$ cat config.mk
export PLATFORM = sky130hd
export DESIGN_NAME = ptta_cell
export DESIGN_NICKNAME = d
export VERILOG_FILES = /design/src/hw/rtl/ptta_pkg.sv /design/src/hw/rtl/ptta_cell.sv
export SDC_FILE = /design/constraint.sdc
export NUM_CORES = 1
export LEC_CHECK = 0
export BUFFER_PORTS_ARGS = -buffer_cell sky130_fd_sc_hd__buf_4
export CAP_MARGIN = 20
export CORE_AREA = 2 2 126 128
export DETAILED_ROUTE_END_ITERATION = 10
export DIE_AREA = 0 0 128 130
export SLEW_MARGIN = 20
export SYNTH_ARGS = -nofsm -noshare
export SYNTH_HDL_FRONTEND = slang
export SYNTH_SLANG_ARGS = --single-unit
$ cat constraint.sdc
create_clock -name clk -period 0.9 [get_ports clk]
set_clock_uncertainty 0.15 [all_clocks]
set_input_delay 0.27 -clock clk [delete_from_list [all_inputs] [get_ports clk]]
set_output_delay 0.27 -clock clk [all_outputs]
set_load 0.03 [all_outputs]
$ cat src/hw/rtl/ptta_pkg.sv
// ----------------------------------------------------------------------------
// ptta_pkg
// Types and constants shared by the peer table: transaction structs, entry
// layout, operation and status codes.
// ----------------------------------------------------------------------------
package ptta_pkg;

    localparam int PEER_SLOTS   = 512;
    localparam int PAYLOAD_BITS = 64;
    localparam int SLOT_W       = $clog2(PEER_SLOTS);
    localparam int FREED_W      = $clog2(PEER_SLOTS + 1);

    localparam logic [1:0] FUNC_ADD  = 2'd0;
    localparam logic [1:0] FUNC_TICK = 2'd1;
    localparam logic [1:0] FUNC_READ = 2'd2;
    localparam logic [1:0] FUNC_NOP  = 2'd3;

    localparam logic [2:0] ST_INSERTED  = 3'd0;
    localparam logic [2:0] ST_REFRESHED = 3'd1;
    localparam logic [2:0] ST_DROPPED   = 3'd2;
    localparam logic [2:0] ST_AGED      = 3'd3;
    localparam logic [2:0] ST_READ      = 3'd4;

    typedef struct packed {
        logic [1:0]  func;
        logic [31:0] peer_address;
        logic [63:0] peer_payload;
        logic [8:0]  read_slot;
    } req_t;

    typedef struct packed {
        logic [2:0]  status;
        logic [8:0]  slot_used;
        logic [9:0]  expired_count;
        logic        entry_valid;
        logic [31:0] entry_address;
        logic [63:0] entry_payload;
        logic [7:0]  entry_ttl;
    } rsp_t;

    typedef struct packed {
        logic                    valid;
        logic [31:0]             address;
        logic [PAYLOAD_BITS-1:0] payload;
        logic [7:0]              ttl;
    } entry_t;

    typedef struct packed {
        logic              shift_en;
        logic              wr_en;
        logic [SLOT_W-1:0] wr_slot;
    } ring_ctl_t;

endpackage

$ cat src/hw/rtl/ptta_cell.sv
// ----------------------------------------------------------------------------
// ptta_cell
// One table entry; shifts to its neighbor during a walk or takes a write.
// ----------------------------------------------------------------------------
module ptta_cell (
    input  logic            clk,
    input  logic            rst_n,
    input  logic            shift_en,
    input  logic            wr_en,
    input  ptta_pkg::entry_t shift_in,
    input  ptta_pkg::entry_t wr_data,
    output ptta_pkg::entry_t q
);
    import ptta_pkg::*;

    logic                    valid_reg;
    logic [31:0]             address_reg;
    logic [PAYLOAD_BITS-1:0] payload_reg;
    logic [7:0]              ttl_reg;
    entry_t                  entry_next;

    always_comb
    begin
        if (wr_en)
        begin
            entry_next = wr_data;
        end
        else if (shift_en)
        begin
            entry_next = shift_in;
        end
        else
        begin
            entry_next = q;
        end
    end

    always_ff @(posedge clk or negedge rst_n)
    begin
        if (!rst_n)
        begin
            valid_reg <= 1'b0;
        end
        else
        begin
            valid_reg <= entry_next.valid;
        end
    end

    always_ff @(posedge clk)
    begin
        address_reg <= entry_next.address;
        payload_reg <= entry_next.payload;
        ttl_reg     <= entry_next.ttl;
    end

    assign q.valid   = valid_reg;
    assign q.address = address_reg;
    assign q.payload = payload_reg;
    assign q.ttl     = ttl_reg;

endmodule

==> metrics.yaml <==
timing.fmax_ghz: 0.743
h-tree-depth: 3
max-clock-path-buffers: 2
hold_viol: 0
worstReg2RegStart: "valid_reg"
hold_slack_ns: 0.0119
yosysTopAreaCell: "edfxtp_1"
setup_violations: 314
hold_end: "valid_reg"
powerDensity_mw_per_mm2: 1590
largest_reg_flops: 64
final_cell_count_no_fill: 800
min_from: "wr_data[104]"
arrival_ns: 0.93
max_stage_delay_ns: 0.42
diodes: 0
grt_pass1_wl_um: 22600
hold_depth: 3
core_mm2: 0.0154
setup_tns_ns: -80.16
cp_max_fo: 1
rsz0062_at_grt: "true"
critPathCaptureType: "output pin"
cp-start-kind: "register"
pwr-share-comb_pct: 31.0
path_buf_inv: 1
report.power.total_mw: 14.6
critical_path_required_ns: 0.48
vias_per_cell: 4.55
ant_nets: 0
synth_seq_area_share_pct: 69.3
slew_headroom_pct: 81.0
grt_max_degree: 17
violations: "negative setup slack"
cts.sinks: 105
status: "finished with violations"
synth_top_cell_area_share_pct: 68.7
routed_wl_um: 16000
placed_cells: 733
grt_overflow: 0
reg2reg_slack_ns: -0.01
netlist_area_mm2: 0.00454
maxSlewViolCount: 0
syn-mean-instance-area_um2: 20.1
vias: 3636
period_share_pct: 150
fp.dieW_um: 128
clk_pin_slew_ns: 0.07
synth.net_count: 440
first_pass_iters: 4
initial_core_util_pct: 29.5
crit_type: "reg -> out"
rr_endpoint: "valid_reg"
synthCells: 226
cts-buffers-inserted: 9
peakVddDrop_mv: 1.20
final_core_util_pct: 59.9
syn_to_final_growth_pct: 103
rows: 46
maxCapViolations: 0
clk_latency_ns: 0.34
grt_usage_pct: 18.7
io_pins: 319
n_fill_cell: 1186
synthDistinctLibCells: 11
dp_hpwl_um: 9680
p_leak_nw: 4.30
cts_tree: "yes"
ys_top_cells_by_area: "edfxtp_1, mux2_2, mux2_4"
period_needed_ns: 1.35
drtIter0Drc: 170
port_buffers: 318
yosys_warnings: 0
die_h_um: 130
fin_nets: 817
dieArea_mm2: 0.0166
antenna_found_initial: 0
seqPwrFrac_pct: 42.8
synth_seq_cells: 105
intPower_mw: 10.7
min_path_type: "in -> reg"
setup_slack_ns: -0.447
path_cells: "buf_6"
place_ws_ns: -0.592
switching_share_pct: 26.9
placed_area_mm2: 0.00723
grt_pass1_vias: 3975
p_clk_share_pct: 26.2
crit_family: "flip-flops"
cts_root_buffer: "clkbuf_16"
r2r_cells: 2
layout-drive-gt1-share_pct: 81.4
cpMaxStageDelayCell: "edfxtp_1"
worst_slew_pin_slew_ns: 0.285
final_area_mm2: 0.00924
drc: 0
routedWlPerCell_um: 20.1
place_congestion: 0.764
power_switching_mw: 3.94
[kinds of logic (layout without fill, tap and decap cells)]
group           Yosys count  in the layout  share of synthesized area, %
compound gates            1              1                         0.110
buf+inv                  13            393                          2.18
flops                   105            105                          69.3
mux                     105            105                          28.2
simple gates              2              4                         0.220
[repair_timing]
item	CTS	global route
endpoints found under the setup margin	313	312
resized for setup	199	69
cloned	34	2
hold buffers	1	0
setup buffers	29	7
hold endpoints to repair	2	0
pin swaps	2	3
[power groups by stage]
| stage | Sequential (mW) | Clock (mW) | Combinational (mW) |
|---|---|---|---|
| final | 6.27 | 3.83 | 4.54 |
| after CTS | 6.27 | 3.98 | 4.60 |
| after global placement | 6.26 | 0 | 3.41 |
| after detailed placement | 6.27 | 0 | 3.43 |
| after floorplan | 7.36 | 0 | 0.644 |
| after global routing | 6.32 | 4.14 | 4.72 |
[cell usage after synthesis]
library cell	n
dfrtp_1	1
o21ai_0	1
mux2i_1	1
edfxtp_1	104
mux2_2	77
buf_6	5
nand2_1	1
buf_2	7
buf_4	1
or2_2	1
mux2_4	27
[cells in the final DEF, fill, tap and decap left out, types with 3 or more instances in the layout]
| cell | netlist | final |
|---|---|---|
| buf_8 | 0 | 10 |
| mux2_4 | 27 | 99 |
| or2_4 | 0 | 3 |
| buf_4 | 1 | 215 |
| clkbuf_16 | 0 | 11 |
| edfxtp_1 | 104 | 104 |
| mux2_2 | 77 | 5 |
| buf_12 | 0 | 15 |
| buf_16 | 0 | 21 |
| buf_6 | 5 | 113 |
| clkinv_1 | 0 | 4 |
[how the worst max path moves through the flow]
stage | startpoint | to | slack (ns) | cells past startpoint
final | payload_reg[2] | q[10] | -0.45 | 1
after global placement | wr_en | address_reg[30] | -0.56 | 3
after floorplan | wr_en | address_reg[0] | -1.09 | 4
after detailed placement | wr_en | ttl_reg[3] | -0.59 | 3
after global routing | ttl_reg[2] | q[2] | -0.49 | 1
after CTS | payload_reg[51] | q[59] | -0.48 | 1
[layout make-up]
| cell class | count | area (um^2) | share of cell area, % |
|---|---|---|---|
| repair buffers | 377 | 3980 | 43.0 |
| flip-flops and latches | 105 | 3150 | 34.1 |
| multi-input cells | 110 | 1590 | 17.2 |
| clock inverters | 7 | 61.3 | 0.664 |
| clock buffers | 9 | 225 | 2.44 |
| well taps | 192 | 240 | 2.60 |
[metal layers]
| layer | routed length, um | GRT usage (%) | vias to the layer above |
|---|---|---|---|
| li1 | - | - | 1655 |
| met2 | 8980 | 36.2 | 189 |
| met4 | 342 | 7.18 | 0 |
| met5 | 0 | 0 | - |
| met3 | 1200 | 5.90 | 22 |
| met1 | 5520 | 18.6 | 1770 |
Note: power is estimated with default switching activity, not from simulation.
