===== config.mk =====
export PLATFORM = sky130hd
export DESIGN_NAME = ptta_ctrl
export DESIGN_NICKNAME = d
export VERILOG_FILES = /design/src/hw/rtl/ptta_pkg.sv /design/src/hw/rtl/ptta_ctrl.sv
export SDC_FILE = /design/constraint.sdc
export NUM_CORES = 1
export LEC_CHECK = 0
export ABC_CLOCK_PERIOD_IN_PS = 3300
export BUFFER_PORTS_ARGS = -buffer_cell sky130_fd_sc_hd__buf_2
export CAP_MARGIN = 30
export CORE_AREA = 2 2 225 227
export CTS_BUF_LIST = sky130_fd_sc_hd__clkbuf_16
export DETAILED_ROUTE_END_ITERATION = 6
export DIE_AREA = 0 0 227 229
export PLACE_DENSITY_LB_ADDON = 0.1
export SYNTH_ARGS = -nofsm -noshare
export SYNTH_HDL_FRONTEND = slang
export SYNTH_SLANG_ARGS = --single-unit

===== constraint.sdc =====
create_clock -name clk -period 3.3 [get_ports clk]
set_input_delay 0.165 -clock clk [delete_from_list [all_inputs] [get_ports clk]]
set_output_delay 0.165 -clock clk [all_outputs]
set_load 0.01 [all_outputs]

===== src/hw/rtl/ptta_pkg.sv =====
// ----------------------------------------------------------------------------
// ptta_pkg
// Types and constants shared by the peer table: transaction structs, entry
// layout, operation and status codes.
// ----------------------------------------------------------------------------
package ptta_pkg;

    localparam int PEER_SLOTS   = 512;
    localparam int PAYLOAD_BITS = 64;
    localparam int SLOT_W       = $clog2(PEER_SLOTS);
    localparam int FREED_W      = $clog2(PEER_SLOTS + 1);

    localparam logic [1:0] FUNC_ADD  = 2'd0;
    localparam logic [1:0] FUNC_TICK = 2'd1;
    localparam logic [1:0] FUNC_READ = 2'd2;
    localparam logic [1:0] FUNC_NOP  = 2'd3;

    localparam logic [2:0] ST_INSERTED  = 3'd0;
    localparam logic [2:0] ST_REFRESHED = 3'd1;
    localparam logic [2:0] ST_DROPPED   = 3'd2;
    localparam logic [2:0] ST_AGED      = 3'd3;
    localparam logic [2:0] ST_READ      = 3'd4;

    typedef struct packed {
        logic [1:0]  func;
        logic [31:0] peer_address;
        logic [63:0] peer_payload;
        logic [8:0]  read_slot;
    } req_t;

    typedef struct packed {
        logic [2:0]  status;
        logic [8:0]  slot_used;
        logic [9:0]  expired_count;
        logic        entry_valid;
        logic [31:0] entry_address;
        logic [63:0] entry_payload;
        logic [7:0]  entry_ttl;
    } rsp_t;

    typedef struct packed {
        logic                    valid;
        logic [31:0]             address;
        logic [PAYLOAD_BITS-1:0] payload;
        logic [7:0]              ttl;
    } entry_t;

    typedef struct packed {
        logic              shift_en;
        logic              wr_en;
        logic [SLOT_W-1:0] wr_slot;
    } ring_ctl_t;

endpackage


===== src/hw/rtl/ptta_ctrl.sv =====
// ----------------------------------------------------------------------------
// ptta_ctrl
// Walk sequencer at the head of the cell ring: search, aging, read capture,
// write-back and result register.
// ----------------------------------------------------------------------------
module ptta_ctrl (
    input  logic                clk,
    input  logic                rst_n,
    input  logic                start,
    output logic                busy,
    input  ptta_pkg::req_t      req,
    output logic                rsp_valid,
    output ptta_pkg::rsp_t      rsp,
    input  logic                cfg_valid,
    output logic                cfg_ready,
    input  logic [7:0]          cfg_data,
    input  ptta_pkg::entry_t    head,
    output ptta_pkg::entry_t    head_new,
    output ptta_pkg::entry_t    wr_data,
    output ptta_pkg::ring_ctl_t ctl
);
    import ptta_pkg::*;

    typedef enum logic [1:0] {S_IDLE, S_WALK, S_WRITE} state_t;

    state_t             state_reg;
    req_t               op_reg;
    logic [SLOT_W-1:0]  cnt_reg;
    logic               hit_reg;
    logic [SLOT_W-1:0]  hit_slot_reg;
    logic               free_reg;
    logic [SLOT_W-1:0]  free_slot_reg;
    logic [FREED_W-1:0] freed_reg;
    entry_t             rd_reg;
    logic [SLOT_W-1:0]  tgt_reg;
    logic [7:0]         ttl_reload_reg;
    logic               rsp_valid_reg;
    rsp_t               rsp_reg;

    logic               hit_next;
    logic [SLOT_W-1:0]  hit_slot_next;
    logic               free_next;
    logic [SLOT_W-1:0]  free_slot_next;
    logic [FREED_W-1:0] freed_next;
    entry_t             rd_next;
    logic               rsp_valid_next;
    rsp_t               rsp_next;
    logic [7:0]         ttl_dec;
    logic               last;

    assign last    = (cnt_reg == SLOT_W'(PEER_SLOTS - 1));
    assign ttl_dec = head.ttl - 8'd1;

    always_comb
    begin
        head_new = head;
        if (op_reg.func == FUNC_TICK && head.valid)
        begin
            if (ttl_dec == 8'd0)
            begin
                head_new = '0;
            end
            else
            begin
                head_new.ttl = ttl_dec;
            end
        end
    end

    always_comb
    begin
        hit_next       = hit_reg;
        hit_slot_next  = hit_slot_reg;
        free_next      = free_reg;
        free_slot_next = free_slot_reg;
        freed_next     = freed_reg;
        rd_next        = rd_reg;
        if (head.valid)
        begin
            if (!hit_reg && head.address == op_reg.peer_address)
            begin
                hit_next      = 1'b1;
                hit_slot_next = cnt_reg;
            end
            if (ttl_dec == 8'd0)
            begin
                freed_next = freed_reg + FREED_W'(1);
            end
        end
        else if (!free_reg)
        begin
            free_next      = 1'b1;
            free_slot_next = cnt_reg;
        end
        if (32'(op_reg.read_slot) == 32'(cnt_reg))
        begin
            rd_next = head;
        end
    end

    always_comb
    begin
        rsp_valid_next = 1'b0;
        if (state_reg == S_WRITE)
        begin
            rsp_valid_next = 1'b1;
        end
        else if (state_reg == S_WALK && last)
        begin
            rsp_valid_next = !(op_reg.func == FUNC_ADD && (hit_next || free_next));
        end
    end

    always_comb
    begin
        rsp_next = '0;
        if (state_reg == S_WRITE)
        begin
            rsp_next.status    = hit_reg ? ST_REFRESHED : ST_INSERTED;
            rsp_next.slot_used = 9'(tgt_reg);
        end
        else
        begin
            case (op_reg.func)
                FUNC_ADD:
                begin
                    rsp_next.status = ST_DROPPED;
                end
                FUNC_TICK:
                begin
                    rsp_next.status        = ST_AGED;
                    rsp_next.expired_count = 10'(freed_next);
                end
                default:
                begin
                    rsp_next.status        = ST_READ;
                    rsp_next.slot_used     = op_reg.read_slot;
                    rsp_next.entry_valid   = rd_next.valid;
                    rsp_next.entry_address = rd_next.address;
                    rsp_next.entry_payload = 64'(rd_next.payload);
                    rsp_next.entry_ttl     = rd_next.ttl;
                end
            endcase
        end
    end

    always_comb
    begin
        wr_data.valid   = 1'b1;
        wr_data.address = op_reg.peer_address;
        wr_data.payload = op_reg.peer_payload[PAYLOAD_BITS-1:0];
        wr_data.ttl     = (ttl_reload_reg == 8'd0) ? 8'd1 : ttl_reload_reg;
    end

    assign ctl.shift_en = (state_reg == S_WALK);
    assign ctl.wr_en    = (state_reg == S_WRITE);
    assign ctl.wr_slot  = tgt_reg;
    assign busy         = (state_reg != S_IDLE);
    assign rsp_valid    = rsp_valid_reg;
    assign rsp          = rsp_reg;
    assign cfg_ready    = 1'b1;

    always_ff @(posedge clk or negedge rst_n)
    begin
        if (!rst_n)
        begin
            state_reg      <= S_IDLE;
            op_reg         <= '0;
            cnt_reg        <= '0;
            hit_reg        <= 1'b0;
            hit_slot_reg   <= '0;
            free_reg       <= 1'b0;
            free_slot_reg  <= '0;
            freed_reg      <= '0;
            rd_reg         <= '0;
            tgt_reg        <= '0;
            ttl_reload_reg <= 8'd60;
            rsp_valid_reg  <= 1'b0;
            rsp_reg        <= '0;
        end
        else
        begin
            rsp_valid_reg <= rsp_valid_next;
            if (rsp_valid_next)
            begin
                rsp_reg <= rsp_next;
            end
            if (cfg_valid)
            begin
                ttl_reload_reg <= cfg_data;
            end
            case (state_reg)
                S_IDLE:
                begin
                    if (start && req.func != FUNC_NOP)
                    begin
                        op_reg    <= req;
                        cnt_reg   <= '0;
                        hit_reg   <= 1'b0;
                        free_reg  <= 1'b0;
                        freed_reg <= '0;
                        rd_reg    <= '0;
                        state_reg <= S_WALK;
                    end
                end
                S_WALK:
                begin
                    cnt_reg       <= cnt_reg + SLOT_W'(1);
                    hit_reg       <= hit_next;
                    hit_slot_reg  <= hit_slot_next;
                    free_reg      <= free_next;
                    free_slot_reg <= free_slot_next;
                    freed_reg     <= freed_next;
                    rd_reg        <= rd_next;
                    if (last)
                    begin
                        if (op_reg.func == FUNC_ADD && (hit_next || free_next))
                        begin
                            tgt_reg   <= hit_next ? hit_slot_next : free_slot_next;
                            state_reg <= S_WRITE;
                        end
                        else
                        begin
                            state_reg <= S_IDLE;
                        end
                    end
                end
                S_WRITE:
                begin
                    state_reg <= S_IDLE;
                end
                default:
                begin
                    state_reg <= S_IDLE;
                end
            endcase
        end
    end

`ifndef SYNTHESIS
    a_single_strobe: assert property (@(posedge clk) disable iff (!rst_n)
        rsp_valid |=> !rsp_valid)
        else $error("back-to-back result strobes");
    a_strobe_idle: assert property (@(posedge clk) disable iff (!rst_n)
        rsp_valid |-> !busy)
        else $error("result strobe while busy");
    a_write_add: assert property (@(posedge clk) disable iff (!rst_n)
        ctl.wr_en |-> (op_reg.func == FUNC_ADD && (hit_reg || free_reg)))
        else $error("table write outside an add transaction");
`endif

endmodule


==> impl_metrics.tcl <==
set metrics [dict create \
    crit_start "head[0]" \
    vias 16500 \
    cp_cell_sequence "dlygate4sd3_1, buf_2, inv_1, ha_1, nor3b_1, xnor2_1, nand3_1, nor3_2, buf_6, nor2b_1, buf_2" \
    crit_buf_inv 5 \
    drc 0 \
    row_count 82 \
    drt-met1-wl_um 26900 \
    ys_warn_count 0 \
    syn_area_um2 19000 \
    fin_nets 2838 \
    p_per_area_nw_per_um2 609 \
    largest_reg_flops 127 \
    path_clk_slew_ns 0.06 \
    clock.fmax_mhz 326 \
    async_flop_share_pct 100 \
    stdcell_area_um2 25600 \
    fin_crit_sh_pct 93.0 \
    drt_wl_total_um 63600 \
    gp_routability_congestion 0.854 \
    crit_fanout 73 \
    finalSetupViolations 0 \
    synth_top_cells_by_count "nand2_1 (572), dfrtp_1 (394), o21ai_0 (124)" \
    syn_inst 1972 \
    synth_edf_count 0 \
    synth_cell_types 57 \
    io_pins 575 \
    hpwl_um 40600 \
    min_period_ns 3.07 \
    ys_top_cells_by_area "dfrtp_1 (52%), nand2_1 (11%), mux2i_1 (5.5%), o2bb2ai_1 (5.3%), buf_4 (3.9%)" \
    grt_pass1_wl_um 96800 \
    rsz0062_at_grt "false" \
    worst_ep_arrival_time_ns 2.90 \
    r2r_setup_slack_ns 0.59 \
    syn_avg_cell_area_um2 9.65 \
    fp.dieArea_um2 52000 \
    synth_flop_cell "dfrtp_1" \
    place_area_um2 21900 \
    die_height_um 229 \
    crit_type "input pin to output port" \
    wl_met3_um 3840 \
    grt_usage_pct 24.0 \
    core-area_um2 49700 \
    setup_tns_ns 0 \
    synth_top_area_cell "dfrtp_1" \
    drive_gt1_share_pct 27.1 \
    hold-worst-slack_ns 0.169 \
    leakage_nw 13.1 \
    cts_htree_levels 2 \
    final_core_util_pct 51.5 \
    drtIter0Drc 1164 \
    grt_antenna_before_repair 2 \
    grt_pass1_vias 16600 \
    crit_top_cell "buf_2" \
    start_util_pct 38.3 \
    cp-start-kind "input pin" \
    hp-class "input pin to async pin" \
    fill_cells 4600 \
    ys_ff_latch 398 \
    die_w_um 227 \
    worst_setup_path_end_kind "output port" \
    dr.max_layer_used "met5" \
    cts_root_buf "clkbuf_16" \
    gr-total-overflow 0 \
    yosys.area.top_type_share_pct 51.8 \
    fin_skew_ns 0.0120 \
    clockBufferDepth 3 \
    dr.pass1.iters 5 \
    cp_slowest_cell "dlygate4sd3_1" \
    cts_inserted_buffers 47 \
    ys_seq_area_share_pct 52.3 \
    syn_to_final_growth_pct 34.4 \
    yosysMostFrequentCell "nand2_1" \
    status "finished, final reports clean" \
    cp.required_ns 3.13 \
    slew_headroom_pct 25.8 \
    ant_nets 0 \
    viasPerCell 4.97 \
    grt_max_degree 218 \
    tightest_slew_ns 1.11 \
    hold_viol_final 0 \
    wl_per_cell_um 19.2 \
    io_buffers 572 \
    r2r_start "cnt_reg[2]" \
    maxSlewViolCount 0 \
    power_w 0.0156 \
    drv_cap 0 \
    met2_length_um 30500 \
    path_delay_family "buffers and inverters" \
    tritoncts "done" \
    vdd_drop_max_mv 0.369 \
    clock_latency_ns 0.57 \
    post_cts_buffers 0 \
    cp_slowest_stage_delay_ns 0.59 \
    cts.sink_count 398 \
]
-- area by class of cell --
type | count | area (µm²) | share of cell area, %
inverter | 10 | 37.5 | 0.147
sequential | 398 | 9960 | 39.0
clock inverter | 35 | 184 | 0.719
tap | 672 | 841 | 3.29
antenna | 1 | 2.50 | 0.00978
multi-input combinational | 1323 | 7790 | 30.5
timing repair buffer | 829 | 5530 | 21.6
clock buffer | 49 | 1230 | 4.79
-- final timing paths --
check	to	cells after the start
max in group asynchronous	ttl_reload_reg[2]	3
hold reg to reg	wr_data[53]	2
min in group clk	cnt_reg[3]	4
setup reg to reg	rd_reg[80]	6
hold / removal	wr_data[29]	2
setup / recovery	head_new[47]	11
-- layer usage --
layer  up-vias  global-route usage [%]
met3       119                    4.87
met2       540                    39.6
li1       7794                       -
met5         -                       0
met1      8030                    31.0
met4         2                    9.44
-- worst register-to-register path, stage by stage (launching register included) --
cell and delay, ns:
dfrtp_1 0.54, xor2_1 0.23, nor4_1 0.29, nand4_1 0.41, nor2_4 0.26, buf_4 0.55
o21ai_0 0.27
-- report_power, final --
part	internal, W	switching, W
clock network	0.00275	0.00205
registers	0.00592	0.000813
logic	0.00176	0.00227
-- stage by stage --
stage	cells	setup slack (ns)
after floorplan	1973	0.896
after global placement	3002	0.577
after detailed placement	3003	0.567
after CTS	3316	0.167
after global routing	3317	0.0799
final	3317	0.233
-- cell families (layout without fill, tap and decap cells) --
kind of cell / count (synthesis) / after routing / synth area share [%]
simple gates: 806 / 806 / 18.4
mux: 139 / 139 / 7.72
other cells: 1 / 3 / 0.0197
compound gates: 315 / 315 / 11.5
xor+xnor: 56 / 56 / 2.58
flops: 398 / 398 / 52.3
buf+inv: 252 / 923 / 7.09
fa+ha+maj: 5 / 5 / 0.329
-- layout by cell type, fill, tap and decap left out, drive strengths merged, types with 46 or more instances in the layout --
cell type    netlist  routed
nor2b             97      97
dfrtp            394     394
dlygate4sd3        0     229
buf              128     600
nand2            572     572
o21ai            124     124
o2bb2ai          115     115
mux2i            104     104
nor2              46      46
clkbuf           114      49
-- timing repair --
item                       CTS  global route
resized for setup            0             1
hold buffers               229             0
setup endpoints to repair    0            72
hold endpoints to repair   392             0
No activity file was read; power rests on OpenSTA's default activity.
